--- config.mk ---
export PLATFORM = sky130hd
export DESIGN_NAME = ntpc_ctrl
export DESIGN_NICKNAME = d
export VERILOG_FILES = /design/src/rtl/ntpc_pkg.sv /design/src/rtl/ntpc_ctrl.sv
export SDC_FILE = /design/constraint.sdc
export NUM_CORES = 1
export LEC_CHECK = 0
export ABC_AREA = 0
export BUFFER_PORTS_ARGS = -buffer_cell sky130_fd_sc_hd__buf_2
export CAP_MARGIN = 40
export CELL_PAD_IN_SITES_DETAIL_PLACEMENT = 0
export CELL_PAD_IN_SITES_GLOBAL_PLACEMENT = 1
export CORE_AREA = 2 2 43 45
export CTS_CLUSTER_DIAMETER = 60
export DETAILED_ROUTE_END_ITERATION = 12
export DIE_AREA = 0 0 45 47
export GPL_TIMING_DRIVEN = 0
export MAX_ROUTING_LAYER = met4
export PLACE_DENSITY = 0.79
export SKIP_CTS_REPAIR_TIMING = 1
export SLEW_MARGIN = 0
export SYNTH_ARGS = -nofsm -noshare
export SYNTH_HDL_FRONTEND = slang
export SYNTH_SLANG_ARGS = --single-unit
--- constraint.sdc ---
create_clock -name clk -period 1.15 [get_ports clk]
set_input_delay 0.0575 -clock clk [delete_from_list [all_inputs] [get_ports clk]]
set_output_delay 0.0575 -clock clk [all_outputs]
set_load 0.05 [all_outputs]
--- src/rtl/ntpc_pkg.sv ---
package ntpc_pkg;

  localparam int CORDIC_STEPS = 16;
  localparam int SQRT_STEPS   = 17;
  localparam int CALC_STEPS   = (CORDIC_STEPS > SQRT_STEPS) ? CORDIC_STEPS : SQRT_STEPS;
  localparam int CNT_W        = $clog2(CALC_STEPS + 1);
  localparam int CW           = 20;

  localparam logic signed [15:0] ANG_PI      = 16'sd12868;
  localparam logic signed [15:0] ANG_TWO_PI  = 16'sd25736;
  localparam logic signed [15:0] ANG_HALF_PI = 16'sd6434;

  localparam logic [1:0] CFG_LINEAR_GAIN   = 2'd0;
  localparam logic [1:0] CFG_ANGULAR_GAIN  = 2'd1;
  localparam logic [1:0] CFG_NEAREST_FIRST = 2'd2;
  localparam logic [1:0] CFG_REACH_RADIUS  = 2'd3;

  typedef enum logic [1:0] {
    OP_POSE = 2'd0,
    OP_CAND = 2'd1,
    OP_TICK = 2'd2,
    OP_RSVD = 2'd3
  } ntpc_op_t;

  typedef enum logic [3:0] {
    S_IDLE, S_DISPATCH, S_CALC1, S_SCAN, S_PREP, S_CALC2, S_LOCK, S_ERR, S_MUL
  } ntpc_state_t;

  typedef struct packed {
    logic capture;
    logic pose_wr;
    logic calc_start;
    logic calc_sel_lock;
    logic calc_step;
    logic scan_upd;
    logic lock_upd;
    logic err_ld;
    logic out_ld;
  } ntpc_cmd_t;

  typedef struct packed {
    ntpc_op_t op;
    logic     calc_done;
    logic     tick_ok;
    logic     need_lock;
    logic     out_busy;
  } ntpc_stat_t;

  function automatic logic [11:0] atan_q12(input logic [4:0] i);
    logic [11:0] v;
    case (i)
      5'd0:    v = 12'd3217;
      5'd1:    v = 12'd1899;
      5'd2:    v = 12'd1003;
      5'd3:    v = 12'd509;
      5'd4:    v = 12'd256;
      5'd5:    v = 12'd128;
      5'd6:    v = 12'd64;
      5'd7:    v = 12'd32;
      5'd8:    v = 12'd16;
      5'd9:    v = 12'd8;
      5'd10:   v = 12'd4;
      5'd11:   v = 12'd2;
      5'd12:   v = 12'd1;
      default: v = 12'd0;
    endcase
    return v;
  endfunction

endpackage

--- src/rtl/ntpc_ctrl.sv ---
module ntpc_ctrl (
  input  logic                  clk,
  input  logic                  rst_n,
  input  logic                  in_valid,
  output logic                  in_ready,
  input  ntpc_pkg::ntpc_stat_t  stat,
  output ntpc_pkg::ntpc_cmd_t   cmd
);

  ntpc_pkg::ntpc_state_t state_r, state_nxt;

  always_ff @(posedge clk) begin
    if (!rst_n) begin
      state_r <= ntpc_pkg::S_IDLE;
    end else begin
      state_r <= state_nxt;
    end
  end

  always_comb begin
    state_nxt = state_r;
    case (state_r)
      ntpc_pkg::S_IDLE:     if (in_valid) state_nxt = ntpc_pkg::S_DISPATCH;
      ntpc_pkg::S_DISPATCH: begin
        case (stat.op)
          ntpc_pkg::OP_CAND: state_nxt = ntpc_pkg::S_CALC1;
          ntpc_pkg::OP_TICK: state_nxt = stat.tick_ok ? ntpc_pkg::S_ERR : ntpc_pkg::S_IDLE;
          default:           state_nxt = ntpc_pkg::S_IDLE;
        endcase
      end
      ntpc_pkg::S_CALC1:    if (stat.calc_done) state_nxt = ntpc_pkg::S_SCAN;
      ntpc_pkg::S_SCAN:     state_nxt = ntpc_pkg::S_PREP;
      ntpc_pkg::S_PREP:     state_nxt = stat.need_lock ? ntpc_pkg::S_CALC2 : ntpc_pkg::S_IDLE;
      ntpc_pkg::S_CALC2:    if (stat.calc_done) state_nxt = ntpc_pkg::S_LOCK;
      ntpc_pkg::S_LOCK:     state_nxt = ntpc_pkg::S_IDLE;
      ntpc_pkg::S_ERR:      state_nxt = ntpc_pkg::S_MUL;
      ntpc_pkg::S_MUL:      if (!stat.out_busy) state_nxt = ntpc_pkg::S_IDLE;
      default:              state_nxt = ntpc_pkg::S_IDLE;
    endcase
  end

  always_comb begin
    cmd      = '0;
    in_ready = 1'b0;
    case (state_r)
      ntpc_pkg::S_IDLE: begin
        in_ready    = 1'b1;
        cmd.capture = in_valid;
      end
      ntpc_pkg::S_DISPATCH: begin
        cmd.pose_wr    = (stat.op == ntpc_pkg::OP_POSE);
        cmd.calc_start = (stat.op == ntpc_pkg::OP_CAND);
      end
      ntpc_pkg::S_CALC1: cmd.calc_step = !stat.calc_done;
      ntpc_pkg::S_SCAN:  cmd.scan_upd  = 1'b1;
      ntpc_pkg::S_PREP: begin
        cmd.calc_start    = stat.need_lock;
        cmd.calc_sel_lock = 1'b1;
      end
      ntpc_pkg::S_CALC2: cmd.calc_step = !stat.calc_done;
      ntpc_pkg::S_LOCK:  cmd.lock_upd  = 1'b1;
      ntpc_pkg::S_ERR:   cmd.err_ld    = 1'b1;
      ntpc_pkg::S_MUL:   cmd.out_ld    = !stat.out_busy;
      default: ;
    endcase
  end

endmodule

After elaboration in Yosys (flattened, before gate mapping)
Cells that the tools add are included.
- equality and inequality tests: 14
- muxes and demuxes: 18
- reduce and logical (&&, ||, !) cells: 6
- operators by type and width (kind ; count):
    $pmux 4 s8 ; 1
    $eq 4x3->1 const B ; 4
    $mux 4 ; 4
    $mux 1 ; 9
    $eq 4x2->1 const B ; 2
    $ne 2x2->1 const B ; 4
    $mux 3 ; 2
    $pmux 3 s2 ; 1
    $eq 4x1->1 const B ; 1
    $eq 4x4->1 const B ; 1
    $logic_not 4->1 ; 1
    $reduce_and 4->1 ; 1
    $eq 2x1->1 const B ; 1
    $eq 2x2->1 const B ; 1
    $logic_not 1->1 ; 2
    $logic_not 2->1 ; 1
    $pmux 1 s2 ; 1
    $reduce_or 2->1 ; 1
- register bits: 4
- input port bits: 9
- output and inout bits: 10
- word-level logic and storage cells: 39

Logic depth before layout (Yosys ltp)
Gate-level depths: netlist (run 1).
- depth after elaboration: 3
- depth in mapped cells: 5
- gate-level depth less buffers: 5

Worst setup path before layout (run 1)
No wires, ideal clock.
- kind: register to output
- start point: register state_r[2]
- end point: output cmd[8] (netlist name)
- data arrival time: 2.739 ns
- data required time: 1.092 ns
- path slack: -1.646 ns
- stages on the path, launching flop included: 5
- buffers on the path: 2
- cell sequence: dfxtp_1 > buf_8 > buf_6 > nor4_1 > and2_1
- RTL lines (what ; RTL line ; text):
    start, declared ; ntpc_ctrl.sv:10 ; ntpc_pkg::ntpc_state_t state_r, state_nxt;
    start signal, assigned ; ntpc_ctrl.sv:14 ; state_r <= ntpc_pkg::S_IDLE;
    start signal, assigned ; ntpc_ctrl.sv:16 ; state_r <= state_nxt;
    end, declared ; ntpc_ctrl.sv:7 ; output ntpc_pkg::ntpc_cmd_t cmd

==> results of run 1 <==
-- cell usage after synthesis, drive strengths merged --
master	n
nand2b	1
nand2	2
o221a	1
nor2	4
dfxtp	4
nor3b	1
a21o	4
nor4	1
xor2	1
nor4bb	1
clkbuf	3
nor4b	2
ha	3
a22o	1
o41ai	1
inv	3
o21a	2
buf	2
nor3	2
and2b	1
a221oi	1
nand3	1
nand3b	1
a32o	1
or3b	1
and2	3
and3	2
a21oi	1
nor2b	1
-- cells in the final DEF (no fill, tap or decap), drive strengths merged, types with 2 or more instances in the layout --
| cell type | Yosys | layout |
|---|---|---|
| a21o | 4 | 4 |
| inv | 3 | 3 |
| nor3 | 2 | 2 |
| nor2 | 4 | 4 |
| and2 | 3 | 3 |
| nor4b | 2 | 2 |
| ha | 3 | 3 |
| o21a | 2 | 2 |
| nand2 | 2 | 2 |
| dfxtp | 4 | 4 |
| clkbuf | 3 | 3 |
| buf | 2 | 33 |
| and3 | 2 | 2 |
-- power groups by stage --
stage / registers, mW / logic (mW) / clock network [mW]
detailed placement: 0.157 / 0.216 / 0
CTS: 0.155 / 0.216 / 0.179
global route: 0.153 / 0.317 / 0.181
floorplan: 0.155 / 0.170 / 0
global placement: 0.156 / 0.215 / 0
finish: 0.152 / 0.299 / 0.169
-- cell type report --
class / count / area (um2)
buffer: 4 / 60.1
multi-input combinational: 40 / 424
timing repair buffer: 29 / 262
inverter: 3 / 11.3
sequential: 4 / 91.3
fill: 151 / 759
clock buffer: 3 / 22.5
tap: 17 / 21.3
-- worst paths after layout --
path,start,end,slack (ns),cells past startpoint
worst max register to register,state_r[2],state_r[0],-0.24,6
worst min-delay path,rst_n,state_r[2],0.06,2
worst max-delay path,state_r[2],cmd[4],-0.34,4
worst min register to register,state_r[0],state_r[1],0.70,3
-- worst max-delay path, stage by stage (launching register included) --
cell and delay [ns]:
sky130_fd_sc_hd__dfxtp_4 0.36, sky130_fd_sc_hd__or3b_1 0.38, sky130_fd_sc_hd__a21o_1 0.23, sky130_fd_sc_hd__nor2_4 0.09, sky130_fd_sc_hd__buf_6 0.15
-- metal layers --
metal | global-route usage | vias to the layer above | wire length, um
li1 | - | 251 | -
met1 | 0.129 | 224 | 592
met2 | 0.177 | 11 | 670
met3 | 0.0346 | 0 | 58
met4 | 0.0353 | 0 | 0
met5 | - | - | 0
-- kinds of logic (layout without fill, tap and decap cells) --
logic type               Yosys count  count (layout)  synth area share
AO/OA/AOI/OAI                     12              12             0.230
adder cells (fa/ha/maj)            3               3            0.0811
flip-flops                         4               4             0.173
AND/OR/NAND/NOR                   24              24             0.346
XOR/XNOR                           1               1            0.0189
buffers and inverters              8              39             0.151
-- per-stage QoR --
step | setup WS (ns) | util | hold WS [ns] | power (mW) | TNS (ns)
after global placement | -0.240 | 0.403 | 0.302 | 0.371 | -1.97
after detailed placement | -0.255 | 0.403 | 0.302 | 0.373 | -2.07
after floorplan | -0.484 | - | 0.168 | 0.325 | -2.51
final | -0.345 | 0.540 | 0.0616 | 0.620 | -3.03
after CTS | -0.506 | 0.417 | 0.0600 | 0.550 | -4.65
after global routing | -0.389 | 0.540 | 0.0777 | 0.651 | -3.58
==> tab_implementation.tex, run 1 <==
\begin{tabular}{lr}
\hline
Metric & Value \\
\hline
\multicolumn{2}{l}{\textbf{Outcome}} \\
\quad Result of the run & finished, violations left \\
\quad Violations in the final reports & setup timing \\
\multicolumn{2}{l}{\textbf{Power and ir drop}} \\
\quad Internal & 0.411 mW \\
\quad Power density over cell area & 695 nW/um2 \\
\quad Peak supply drop & 0.490 mV \\
\quad Flop pwr share & 0.246 \\
\quad Part of the power in combinational logic & 0.482 \\
\quad Part of the power in the clock network & 0.272 \\
\quad Sw Ratio & 0.337 \\
\quad Net load switching power & 0.209 mW \\
\quad Leakage component of the power & 0.409 nW \\
\multicolumn{2}{l}{\textbf{GRT}} \\
\quad Number of global-route vias before repair & 409 \\
\quad Number of antenna violations at the first check in global routing & 0 \\
\quad Maximum number of pins on one net before global-route repair & 11 \\
\quad Remaining Overflow, GRT & 0 \\
\quad GRT Resource Usage Total & 0.110 \\
\quad Wire length of the first global-routing pass & 1640 um \\
\multicolumn{2}{l}{\textbf{Placed design}} \\
\quad Input/output buffers & 18 \\
\quad Routability Congestion & 0.678 \\
\quad Detail Placement HPWL & 829 um \\
\quad Placed Area & 666 um2 \\
\quad Cell Count Post-Placement & 87 \\
\multicolumn{2}{l}{\textbf{Timing}} \\
\quad Final number of max-transition violations & 0 \\
\quad Max Clock Skew & 0.00246 ns \\
\quad Fraction of the cycle the final worst path needs & 1.30 \\
\quad Worst slew slack as a fraction of its limit & 0.748 \\
\quad Minimum period implied by the final worst setup slack & 1.49 ns \\
\quad Total count of hold-check failures in the final report & 0 \\
\quad Slew at the pin with the worst max-slew slack & 0.373 ns \\
\quad Least setup slack across all paths after layout & -0.345 ns \\
\quad Max Fclk & 0.669 GHz \\
\quad RSZ-0062 raised after global routing & true \\
\quad Final-report setup violation count & 13 \\
\multicolumn{2}{l}{\textbf{Worst setup path}} \\
\quad CP Data Arrival Time & 1.44 ns \\
\quad Launching element type of the critical path & register \\
\quad Critical path fanouts, max & 6 \\
\quad Crit path kind & reg -> out \\
\quad Endpoint type of the worst setup path & output pin \\
\quad WP data required & 1.09 ns \\
\multicolumn{2}{l}{\textbf{Die}} \\
\quad Core Box Area & 1650 um2 \\
\quad I/O pin count & 19 \\
\quad Floorplan die area & 2120 um2 \\
\quad Effective utilization at floorplan & 0.280 \\
\quad Y dimension of the die & 47 um \\
\quad Site row count & 15 \\
\quad Horiz. Die Dim & 45 um \\
\multicolumn{2}{l}{\textbf{Detailed routing}} \\
\quad Total routed wirelength & 1320 um \\
\quad Average wire per standard cell & 13.2 um \\
\quad Vias after detailed routing & 486 \\
\quad TritonRoute pass-1 iters & 3 \\
\quad Remaining design rule violation count & 0 \\
\quad Post-DR vias/cell & 4.86 \\
\quad DRC marker count from the first detailed-route iteration & 7 \\
\quad Number of nets with antenna violations after routing & 0 \\
\multicolumn{2}{l}{\textbf{Synth}} \\
\quad Number of standard cells after synthesis & 52 \\
\quad Library cell occupying the most area in the post-synthesis netlist & sky130\_fd\_sc\_hd\_\_dfxtp\_1 \\
\quad Synthesized area & 463 um2 \\
\quad Warning count from the yosys run & 0 \\
\quad Seq/Total Area, Yosys & 0.173 \\
\quad Number of distinct library cell variants in the gate-level netlist after synthesis & 32 \\
\quad Synth Register Bits & 4 \\
\quad Avg Inst Size Synth & 8.90 um2 \\
\quad Portion of synthesized cell area occupied by the leading cell type & 0.173 \\
\quad Synth Net Count & 64 \\
\quad Top cells by area, synth & sky130\_fd\_sc\_hd\_\_dfxtp\_1 17\%, sky130\_fd\_sc\_hd\_\_ha\_1 8.1\%, sky130\_fd\_sc\_hd\_\_nor4b\_2 6.5\% \\
\multicolumn{2}{l}{\textbf{Clock tree}} \\
\quad Maximum level of the CTS H-tree & 1 \\
\quad Clock latency reported for the late side of the worst-skew pair & 0.23 ns \\
\quad Clock tree from TritonCTS & done \\
\quad Buffer type at the clock tree root & sky130\_fd\_sc\_hd\_\_clkbuf\_4 \\
\quad Max Root-Sink Buffers & 2 \\
\quad Clock transition at path regs & 0.03 ns \\
\quad TritonCTS sink count & 4 \\
\quad Number of CTS-inserted buffers & 3 \\
\multicolumn{2}{l}{\textbf{Finish}} \\
\quad Flip-flop count of the largest register, all copies and words added & 4 \\
\quad Layout Cells excl Fill & 100 \\
\quad Register containing the most flip-flops in the final layout & state\_r \\
\quad Registers with the highest flip-flop counts & state\_r (4) \\
\quad Area growth syn-to-layout & 92.7\% \\
\quad Antenna diode count & 0 \\
\quad Layout cell share with drive strength beyond 1 & 0.699 \\
\quad Cell area after layout & 892 um2 \\
\quad Count of nets after finishing & 97 \\
\multicolumn{2}{l}{\textbf{Worst hold path}} \\
\quad Hold WC Path Type & in -> reg \\
\multicolumn{2}{l}{\textbf{Job}} \\
\quad \# Max-Cap Violations & 0 \\
\hline
\end{tabular}
No activity file was read; power rests on OpenSTA's default activity.
==> inputs of run 2 (changes only) <==
- CORE_AREA: 2 2 43 45 -> 2 2 42 44
- CTS_BUF_LIST: unset -> sky130_fd_sc_hd__clkbuf_4 sky130_fd_sc_hd__clkbuf_8
- DIE_AREA: 0 0 45 47 -> 0 0 44 46
- PLACE_DENSITY: 0.79 -> 0.82
- RECOVER_POWER: unset -> 100
==> run 2 against run 1 <==
The run still ends with setup timing left. Critical path depth did not move. Power fell by 8.8%. Highest routed layer unchanged. Critical endpoint unchanged. Sequential share of layout area rose by 1.4 points.
==> tab_implementation.tex, run 2 (same netlist as run 1, synthesis figures left out) <==
\begin{tabular}{lr}
\hline
Metric & Value \\
\hline
\multicolumn{2}{l}{\textbf{Worst setup path}} \\
\quad Cells along the critical path & or3b\_1, a21o\_1, nor2\_4, buf\_6 \\
\quad Crit path kind & reg -> out \\
\quad Capturing point of the worst reg2reg path & state\_r[1] \\
\quad Max stage delay cell, worst path & sky130\_fd\_sc\_hd\_\_dfxtp\_4 \\
\quad Launching element type of the critical path & register \\
\quad Critical path fanouts, max & 7 \\
\quad Minimum setup slack among reg-to-reg paths & -0.23 ns \\
\quad Startpoint of the worst register-to-register path & state\_r[2] \\
\quad Reg2Reg Depth & 4 \\
\quad Endpoint type of the worst setup path & output pin \\
\quad WP data required & 1.09 ns \\
\quad Worst path max stage delay & 0.37 ns \\
\quad CP Data Arrival Time & 1.42 ns \\
\multicolumn{2}{l}{\textbf{Clock tree}} \\
\quad Maximum level of the CTS H-tree & 1 \\
\quad Clock tree from TritonCTS & done \\
\quad Max Root-Sink Buffers & 2 \\
\quad TritonCTS sink count & 4 \\
\quad Clock latency reported for the late side of the worst-skew pair & 0.22 ns \\
\quad Number of CTS-inserted buffers & 3 \\
\quad Clock transition at path regs & 0.03 ns \\
\quad Buffer type at the clock tree root & sky130\_fd\_sc\_hd\_\_clkbuf\_4 \\
\multicolumn{2}{l}{\textbf{Detailed routing}} \\
\quad Average wire per standard cell & 11.1 um \\
\quad Number of nets with antenna violations after routing & 0 \\
\quad Post-DR vias/cell & 4.82 \\
\quad Remaining design rule violation count & 0 \\
\quad TritonRoute pass-1 iters & 4 \\
\quad DRC marker count from the first detailed-route iteration & 9 \\
\quad Vias after detailed routing & 443 \\
\quad Total routed wirelength & 1020 um \\
\multicolumn{2}{l}{\textbf{Power and ir drop}} \\
\quad Sw Ratio & 0.328 \\
\quad Net load switching power & 0.185 mW \\
\quad Part of the power in combinational logic & 0.438 \\
\quad Power density over cell area & 718 nW/um2 \\
\quad Internal & 0.380 mW \\
\quad Part of the power in the clock network & 0.286 \\
\quad Peak supply drop & 0.820 mV \\
\quad Flop pwr share & 0.275 \\
\quad Leakage component of the power & 0.355 nW \\
\multicolumn{2}{l}{\textbf{Worst hold path}} \\
\quad Hold Path Sink & state\_r[3] \\
\quad Count of cells along the worst hold path & 2 \\
\quad Min-delay src & rst\_n \\
\quad Hold WC Path Type & in -> reg \\
\multicolumn{2}{l}{\textbf{Timing}} \\
\quad Minimum period implied by the final worst setup slack & 1.48 ns \\
\quad Max Fclk & 0.677 GHz \\
\quad Setup\_tns & -2.61 ns \\
\quad RSZ-0062 raised after global routing & true \\
\quad Total count of hold-check failures in the final report & 0 \\
\quad Slew at the pin with the worst max-slew slack & 0.344 ns \\
\quad Max Clock Skew & 0.000466 ns \\
\quad WHS & 0.0661 ns \\
\quad Final number of max-transition violations & 0 \\
\quad Final-report setup violation count & 13 \\
\quad Fraction of the cycle the final worst path needs & 1.28 \\
\quad Worst slew slack as a fraction of its limit & 0.767 \\
\quad Least setup slack across all paths after layout & -0.327 ns \\
\multicolumn{2}{l}{\textbf{Finish}} \\
\quad Layout Cells excl Fill & 92 \\
\quad Fin util & 0.488 \\
\quad Registers with the highest flip-flop counts & state\_r (4) \\
\quad Layout cell share with drive strength beyond 1 & 0.640 \\
\quad Antenna diode count & 0 \\
\quad Register containing the most flip-flops in the final layout & state\_r \\
\quad Flip-flop count of the largest register, all copies and words added & 4 \\
\quad Count of nets after finishing & 89 \\
\quad Count of fill cells added during filler insertion & 154 \\
\quad Leading cell types in the layout, fill and taps excluded & 8 x sky130\_fd\_sc\_hd\_\_buf\_2, 7 x sky130\_fd\_sc\_hd\_\_buf\_6, 4 x sky130\_fd\_sc\_hd\_\_buf\_4, 4 x sky130\_fd\_sc\_hd\_\_buf\_8, 4 x sky130\_fd\_sc\_hd\_\_clkbuf\_4 \\
\quad Area growth syn-to-layout & 70.0\% \\
\quad Most common library cell in the layout ignoring fill and taps & sky130\_fd\_sc\_hd\_\_buf\_2 \\
\multicolumn{2}{l}{\textbf{Die}} \\
\quad Floorplan die area & 2020 um2 \\
\quad Y dimension of the die & 46 um \\
\quad Horiz. Die Dim & 44 um \\
\quad Core Box Area & 1610 um2 \\
\quad I/O pin count & 19 \\
\quad Effective utilization at floorplan & 0.287 \\
\quad Site row count & 15 \\
\multicolumn{2}{l}{\textbf{Job}} \\
\quad \# Max-Cap Violations & 0 \\
\multicolumn{2}{l}{\textbf{GRT}} \\
\quad GRT Resource Usage Total & 0.112 \\
\quad Number of antenna violations at the first check in global routing & 0 \\
\quad Number of global-route vias before repair & 411 \\
\quad Wire length of the first global-routing pass & 1680 um \\
\quad Remaining Overflow, GRT & 0 \\
\quad Maximum number of pins on one net before global-route repair & 11 \\
\multicolumn{2}{l}{\textbf{Outcome}} \\
\quad Violations in the final reports & setup timing \\
\quad Result of the run & finished, violations left \\
\multicolumn{2}{l}{\textbf{Placed design}} \\
\quad Routability Congestion & 0.674 \\
\quad Input/output buffers & 18 \\
\quad Cell Count Post-Placement & 87 \\
\quad Worst-case setup slack after placement & -0.236 ns \\
\quad Detail Placement HPWL & 769 um \\
\hline
\end{tabular}
[run 2: per-layer routing]
metal	routed length, um	share of wire	vias to the layer above	track usage
li1	-	-	240	-
met1	509	0.50	198	0.136
met2	484	0.47	5	0.182
met3	26	0.025	0	0.0476
met4	0	0	0	0
met5	0	0	-	-
[run 2: worst max path at each step]
stage / from / end / slack [ns] / cells after the start
6_report: state_r[2] / cmd[4] / -0.33 / 4
5_1_grt: state_r[2] / cmd[4] / -0.39 / 4
4_1_cts: state_r[2] / cmd[4] / -0.49 / 5
3_5_place_dp: state_r[2] / cmd[4] / -0.24 / 5
3_3_place_gp: state_r[2] / state_r[0] / -0.26 / 4
2_1_floorplan: state_r[3] / state_r[0] / -0.48 / 4
[run 2: metrics by stage]
step                total power, mW  instance area, um2
finish                        0.565                 787
global route                  0.611                 787
CTS                           0.544                 688
detailed placement            0.372                 666
global placement              0.370                 666
floorplan                     0.325                 554
[run 2: critical path, delay by kind of cell (launching register included)]
kind,cells,cell delay (ns)
AO/OA/AOI/OAI,1,0.22
buffers and inverters,1,0.15
flip-flops,1,0.37
AND/OR/NAND/NOR,2,0.45
[run 2: layout make-up]
| type | count | area (um2) | share of cell area |
|---|---|---|---|
| Tap cell | 17 | 21.3 | 0.0270 |
| Buffer | 4 | 47.5 | 0.0604 |
| Sequential cell | 4 | 91.3 | 0.116 |
| Multi-Input combinational cell | 40 | 410 | 0.521 |
| Inverter | 3 | 11.3 | 0.0143 |
| Clock buffer | 3 | 22.5 | 0.0286 |
| Timing Repair Buffer | 21 | 183 | 0.232 |
[run 2: power groups by stage]
stage          combinational (mW)  sequential (mW)  clock (mW)
6_report                    0.248            0.156       0.162
5_1_grt                     0.267            0.156       0.188
4_1_cts                     0.216            0.154       0.174
3_5_place_dp                0.215            0.156           0
3_3_place_gp                0.214            0.156           0
2_1_floorplan               0.170            0.155           0
